<file path="src/design/wlt_div.sv">
// Restoring divider: unsigned dividend by divisor, one quotient bit per cycle
module wlt_div #(
    parameter int DW = 48,
    parameter int SW = 17
) (
    input  logic          clk,
    input  logic          rst_n,
    input  logic          start,
    input  logic [DW-1:0] dividend,
    input  logic [SW-1:0] divisor,
    output logic          busy,
    output logic [DW-1:0] quotient
);
    localparam int CW = $clog2(DW + 1);

    logic [DW-1:0] q_reg;
    logic [SW:0]   rem_reg;
    logic [SW-1:0] dvs_reg;
    logic [CW-1:0] cnt_reg;
    logic          busy_reg;
    logic [SW:0]   trial;

    always_comb
    begin
        trial = {rem_reg[SW-1:0], q_reg[DW-1]};
    end

    always_ff @(posedge clk or negedge rst_n)
    begin
        if (!rst_n)
        begin
            busy_reg <= 1'b0;
            cnt_reg  <= '0;
        end
        else if (start)
        begin
            busy_reg <= 1'b1;
            cnt_reg  <= CW'(DW);
            q_reg    <= dividend;
            rem_reg  <= '0;
            dvs_reg  <= divisor;
        end
        else if (busy_reg)
        begin
            if (trial >= {1'b0, dvs_reg})
            begin
                rem_reg <= trial - {1'b0, dvs_reg};
                q_reg   <= {q_reg[DW-2:0], 1'b1};
            end
            else
            begin
                rem_reg <= trial;
                q_reg   <= {q_reg[DW-2:0], 1'b0};
            end
            cnt_reg <= cnt_reg - 1'b1;
            if (cnt_reg == CW'(1))
                busy_reg <= 1'b0;
        end
    end

    assign busy     = busy_reg;
    assign quotient = q_reg;
endmodule

</file>
<file path="config.mk">
export PLATFORM = sky130hd
export DESIGN_NAME = wlt_div
export DESIGN_NICKNAME = d
export VERILOG_FILES = /design/src/design/wlt_div.sv
export SDC_FILE = /design/constraint.sdc
export NUM_CORES = 1
export LEC_CHECK = 0
export BUFFER_PORTS_ARGS = -buffer_cell sky130_fd_sc_hd__buf_2
export CAP_MARGIN = 20
export CORE_ASPECT_RATIO = 2
export CORE_MARGIN = 10
export CORE_UTILIZATION = 54
export CTS_CLUSTER_SIZE = 16
export DETAILED_ROUTE_END_ITERATION = 8
export GPL_TIMING_DRIVEN = 0
export PLACE_DENSITY = 0.81
export SETUP_SLACK_MARGIN = 0.2
export SLEW_MARGIN = 5
export SYNTH_ARGS = -nofsm -noshare
export SYNTH_HDL_FRONTEND = slang
export SYNTH_SLANG_ARGS = --single-unit
</file>
<file path="constraint.sdc">
create_clock -name clk -period 4.48 [get_ports clk]
set_clock_uncertainty 0.15 [all_clocks]
set_input_delay 0.896 -clock clk [delete_from_list [all_inputs] [get_ports clk]]
set_output_delay 0.896 -clock clk [all_outputs]
set_load 0.05 [all_outputs]
</file>
======== After elaboration in Yosys (flattened, before gate mapping) ========
Index checks and enable logic that the tools add are counted.
word-level totals
  flip-flop bits (word level) ............. 90
  latch bits .............................. 0
  bits in writable memories ............... 0
  bits in read-only memories .............. 0
  input port bits ......................... 68
  logic and storage cells ................. 22
  memories kept ........................... 0
operators by class
  add/sub/neg operators ................... 2
  $mul .................................... 0
  div/mod/pow operators ................... 0
  magnitude comparators ................... 1
  equality and inequality tests ........... 1
  shift-type cells ........................ 0
  mux-type cells .......................... 10
  bitwise operators ....................... 0
  reductions and logical operators ........ 3
operators by type and width
  operator                                                                number
  48-bit 2-to-1 mux                                                       2
  18-bit 2-to-1 mux                                                       2
  18-bit by 17-bit >= comparator with 1-bit output                        1
  18-bit by 17-bit subtractor with 18-bit output                          1
  6-bit 2-to-1 mux                                                        2
  6-bit by 1-bit equality test with 1-bit output (second input constant)  1
  6-bit by 1-bit subtractor with 6-bit output (second input constant)     1
  1-bit 2-to-1 mux                                                        4
  2-bit AND reduction                                                     2
  2-bit nonzero test                                                      1

======== Logic depth before layout (Yosys ltp) ========
  depth in word-level cells ............... 4
  gate-level depth with buffers ........... 11
  depth with buffers taken out ............ 9

======== Worst setup path before layout ========
OpenSTA, ideal clock, no wires.
  path type ............................... in2reg
  start point ............................. in start
  end point ............................... reg q_reg[0] (netlist: quotient[0]), enable pin
  library setup time ...................... 0.459 ns
  arrival ................................. 3.401 ns
  data required time ...................... 3.871 ns
  path slack .............................. 0.470 ns
  stages on the path ...................... 3
  buffers on the path ..................... 1
  path through ............................ clkbuf_1 -> nor2_1 -> nor2b_1
between the ends
  cells in the longest elaborated chain, start to end .. 2
ends and longest elaborated chain
  what                                  line  source
  start, declared                       8     input logic start,
  2-bit nonzero test (no source line)   n/a
  2-bit AND reduction (no source line)  n/a
  end signal, assigned                  39    q_reg <= dividend;
  end signal, assigned                  48    q_reg <= {q_reg[DW-2:0], 1'b1};
  end signal, assigned                  53    q_reg <= {q_reg[DW-2:0], 1'b0};
  end, declared                         16    logic [DW-1:0] q_reg;
No other way between the ends.
A chain may end at the register's enable or synchronous reset.

======== Worst setup path after layout ========
  start point ............................. reg rem_reg[12]
  end point ............................... reg rem_reg[1] (data pin)
between the ends
  cells in the longest elaborated chain, start to end .. 3
ends and longest elaborated chain
  what                                              line  source
  start, declared                                   17    logic [SW:0] rem_reg;
  start signal, assigned                            47    rem_reg <= trial - {1'b0, dvs_reg};
  start signal, assigned                            52    rem_reg <= trial;
  18-bit by 17-bit >= comparator with 1-bit output  45    if (trial >= {1'b0, dvs_reg})
  18-bit 2-to-1 mux                                 45
  18-bit 2-to-1 mux                                 43    else if (busy_reg)
No other way between the ends.

==> results.md <==
- Synth unique cells: between 50 and 60
- Core Footprint: between 8000 and 9000 um^2
- CTS tree: yes
- I/O pins: between 100 and 150
- Area growth from synthesis to layout: 20.67%
- Post-cts gate resize count: 0
- Final hold slack: 380.0 ps
- Slowest stage cell, crit path: nor3_2
- Overflow left after global routing: 0
- Pre-CTS WS: ~1400 ps
- CTS sink count: between 80 and 90
- Die height: ~150 um
- Pwr/cell area: between 400 and 500 nW/um^2
- Buffers on Ports: 115
- Hold-fix buffers, CTS: 0
- WL final: ~13 mm
- Layout Utilization: about two thirds
- DR iter-0 viols: between 300 and 400
- Critical path required time: between 4000 and 5000 ps
- Drt via density: about 5.9
- Outcome: finished, final reports clean
- Mapped Area: 4806 um^2
- Maximum number of pins on one net before global-route repair: 34
- Via count: 3605
- Crit path launch type: flip-flop
- Buffers & Inverters on Critical Path: 0
- Post-layout min period: between 3000 and 4000 ps
- Post-CTS Setup Bufs: 0
- WL/cell: between 20 and 25 um
- Gpl congestion: 0.9410
- P_sw: between 0.0008 and 0.0009 W
- Total CTS buffers: 9
- Arr. time, crit path: 3180 ps
- Final hold viol count: 0
- Clock power share: 27.6%
- Register bit count reported by yosys: between 80 and 90
- Worst-path maximum fanout: 9
- Root buf cell: clkbuf_16
- Reg power frac: 42.8%
- DIE WIDTH: approximately 87 um
- Clk_lat worst skew: between 300 and 400 ps
- Syn nets: 464
- Max Clock Freq: around 320 MHz
- Critical Path Max Stage Delay: 690 ps
- Post-synth EDFFs: 82
- Post-route ant nets: 0
- Avg Cell Area, Syn: about 13 um^2
- Residual DRC count: 0
- Vias in the first global route: approximately 4000
- Top_reg_cell synth: edfxtp_1
- Min-Delay Path Class: reg2reg
- Starting Density: between 50 and 60%
- Clk buf depth: 2
- Post-route setup TNS: 0 ps
- Total GRT Usage: between 10% and 20%
- Final Power: around 0.0025 W
- H-Tree Depth: 3
- RSZ-0062 raised after global routing: false
- Async set or reset register ratio after synthesis: between 7 and 8%
- Fin crit share: around 70%
- Ant diodes: 0
- Logic pwr share: just under 30%
- Internal power: roughly 0.0017 W
- Synth Instances: ~380
- Dpl hpwl: between 9 and 10 mm
- Seq/Total Area, Yosys: a little over half
- Total iterations of the first detailed-routing run: 4
- Count of pins over their slew limit: 0
- First-pass GRT wire length: about 20 mm
- Net Sw Frac: between 30% and 40%
- CP Cell Sequence: ha_1 -> a21oi_1 -> o21ai_2 -> a22o_1 -> nor3_2 -> mux2_2 -> a211oi_1
- Top Family by Delay on Critical Path: compound AO/OA/AOI/OAI gates
- Die area: between 10000 and 15000 um^2
- Row count: 48
- Crit. End Element: flip-flop
- Leakage: around 2.4 nW
- Crit path kind: reg2reg
- Maximum vdd drop: between 0.0003 and 0.0004 V
- Final setup viols: 0
- Post-route setup slack: approximately 1300 ps
- Layout Nets: 591
- Slew HR: 38.13%
- CTS clk-pin slew, worst paths: 60 ps
- Initial antenna violation count: 0
- Syn. warnings: 0
- Max FFs per register: between 40 and 50
- Least-Margin Pin Slew: 928.1 ps
- Max_cap viols: 0
- Fraction of layout cells with a size suffix above 1: between 30% and 40%
routing by layer:
layer  track usage, %  wire length, um  up-vias
met1            18.17             4202     1753
met2            34.52             6901      146
met4            8.379              386        0
li1                 -                -     1684
met3            8.781             1216       22
met5                0                0        -
cell type report:
type | count | area [um^2]
multi-input cells | 248 | 1996
well taps | 100 | 125.1
flip-flops and latches | 89 | 2638
clock inverters | 5 | 32.53
inverters | 22 | 82.58
clock buffers | 11 | 232.7
plain buffers | 17 | 97.59
fillers | 639 | 2849
repair buffers | 116 | 595.6
tightest hold or removal path, stage by stage (launching register included):
cell and delay, ps:
dfrtp_1 360, xnor2_1 80, nand2b_1 60
power groups by stage:
stage / Combinational, W / Clock [W] / Sequential, W
2_1_floorplan: 0.000434 / 0 / 0.00118
3_3_place_gp: 0.000697 / 0 / 0.00108
3_5_place_dp: 0.000721 / 0 / 0.00108
4_1_cts: 0.000730 / 0.000690 / 0.00107
5_1_grt: 0.000793 / 0.000718 / 0.00108
6_report: 0.000735 / 0.000688 / 0.00107
final timing paths:
check | slack [ps] | end | start | cells past startpoint
max reg2reg | 1330 | rem_reg[1]$_SDFFCE_PP0P_ | rem_reg[12]$_SDFFCE_PP0P_ | 7
min | 380 | cnt_reg[4]$_DFFE_PN0N_ | cnt_reg[4]$_DFFE_PN0N_ | 2
max in group asynchronous | 3370 | cnt_reg[0]$_DFFE_PN0N_ | rst_n | 1
min reg2reg | 380 | cnt_reg[4]$_DFFE_PN0N_ | cnt_reg[4]$_DFFE_PN0N_ | 2
max | 1330 | rem_reg[1]$_SDFFCE_PP0P_ | rem_reg[12]$_SDFFCE_PP0P_ | 7
min in group asynchronous | 410 | cnt_reg[2]$_DFFE_PN0N_ | rst_n | 1
placed cells by master (no fill, tap or decap), types with 2 or more instances in the layout:
cell type,Yosys,layout
mux2i_1,6,6
nand4_1,3,3
a311oi_1,2,2
a31o_1,4,4
a211oi_1,15,15
inv_1,22,22
nand2b_1,5,5
buf_2,0,115
and4_1,2,2
a32o_1,3,3
buf_6,3,3
clkbuf_16,0,9
and3_1,3,3
a31oi_1,3,3
xnor2_1,10,10
nand3_1,5,5
clkinvlp_4,0,2
buf_1,2,2
nor4b_1,2,2
nor3_1,3,3
and2_1,3,3
nor2b_1,3,2
ha_1,19,19
or3_1,2,2
a21o_1,8,8
o211ai_1,3,3
dfrtp_1,7,7
a21oi_1,17,17
edfxtp_1,82,82
xor2_1,5,5
mux2_2,50,50
nor2_1,23,23
clkbuf_1,11,13
o21ai_0,10,10
nand2_1,18,18
cell usage after synthesis (4+ instances only):
cell / n / share of area (%)
nand2b_1: 5 / 0.65
ha_1: 19 / 4.9
inv_1: 22 / 1.7
a21oi_1: 17 / 1.8
dfrtp_1: 7 / 3.6
nand3_1: 5 / 0.52
a211oi_1: 15 / 2.3
o21ai_0: 10 / 1.0
nor2_1: 23 / 1.8
mux2i_1: 6 / 1.2
xnor2_1: 10 / 1.8
clkbuf_1: 11 / 0.86
edfxtp_1: 82 / 51
mux2_2: 50 / 12
xor2_1: 5 / 0.91
a31o_1: 4 / 0.73
nand2_1: 18 / 1.4
a21o_1: 8 / 1.2
per-stage QoR:
stage / area, um^2 / instances
final: 5799 / 608
after global routing: 5799 / 608
after CTS: 5799 / 608
after detailed placement: 5534 / 592
after global placement: 5507 / 591
after floorplan: 4806 / 376
kinds of logic after synthesis:
kind of cell | synth area share [%]
DFF | 54.88
AOI/OAI and AO/OA | 11.95
and+or+nand+nor | 8.357
muxes | 12.97
buffers and inverters | 3.749
adders and majority gates | 5.363
xor gates and xnor gates | 2.734
Note: power is estimated with default switching activity, not from simulation.
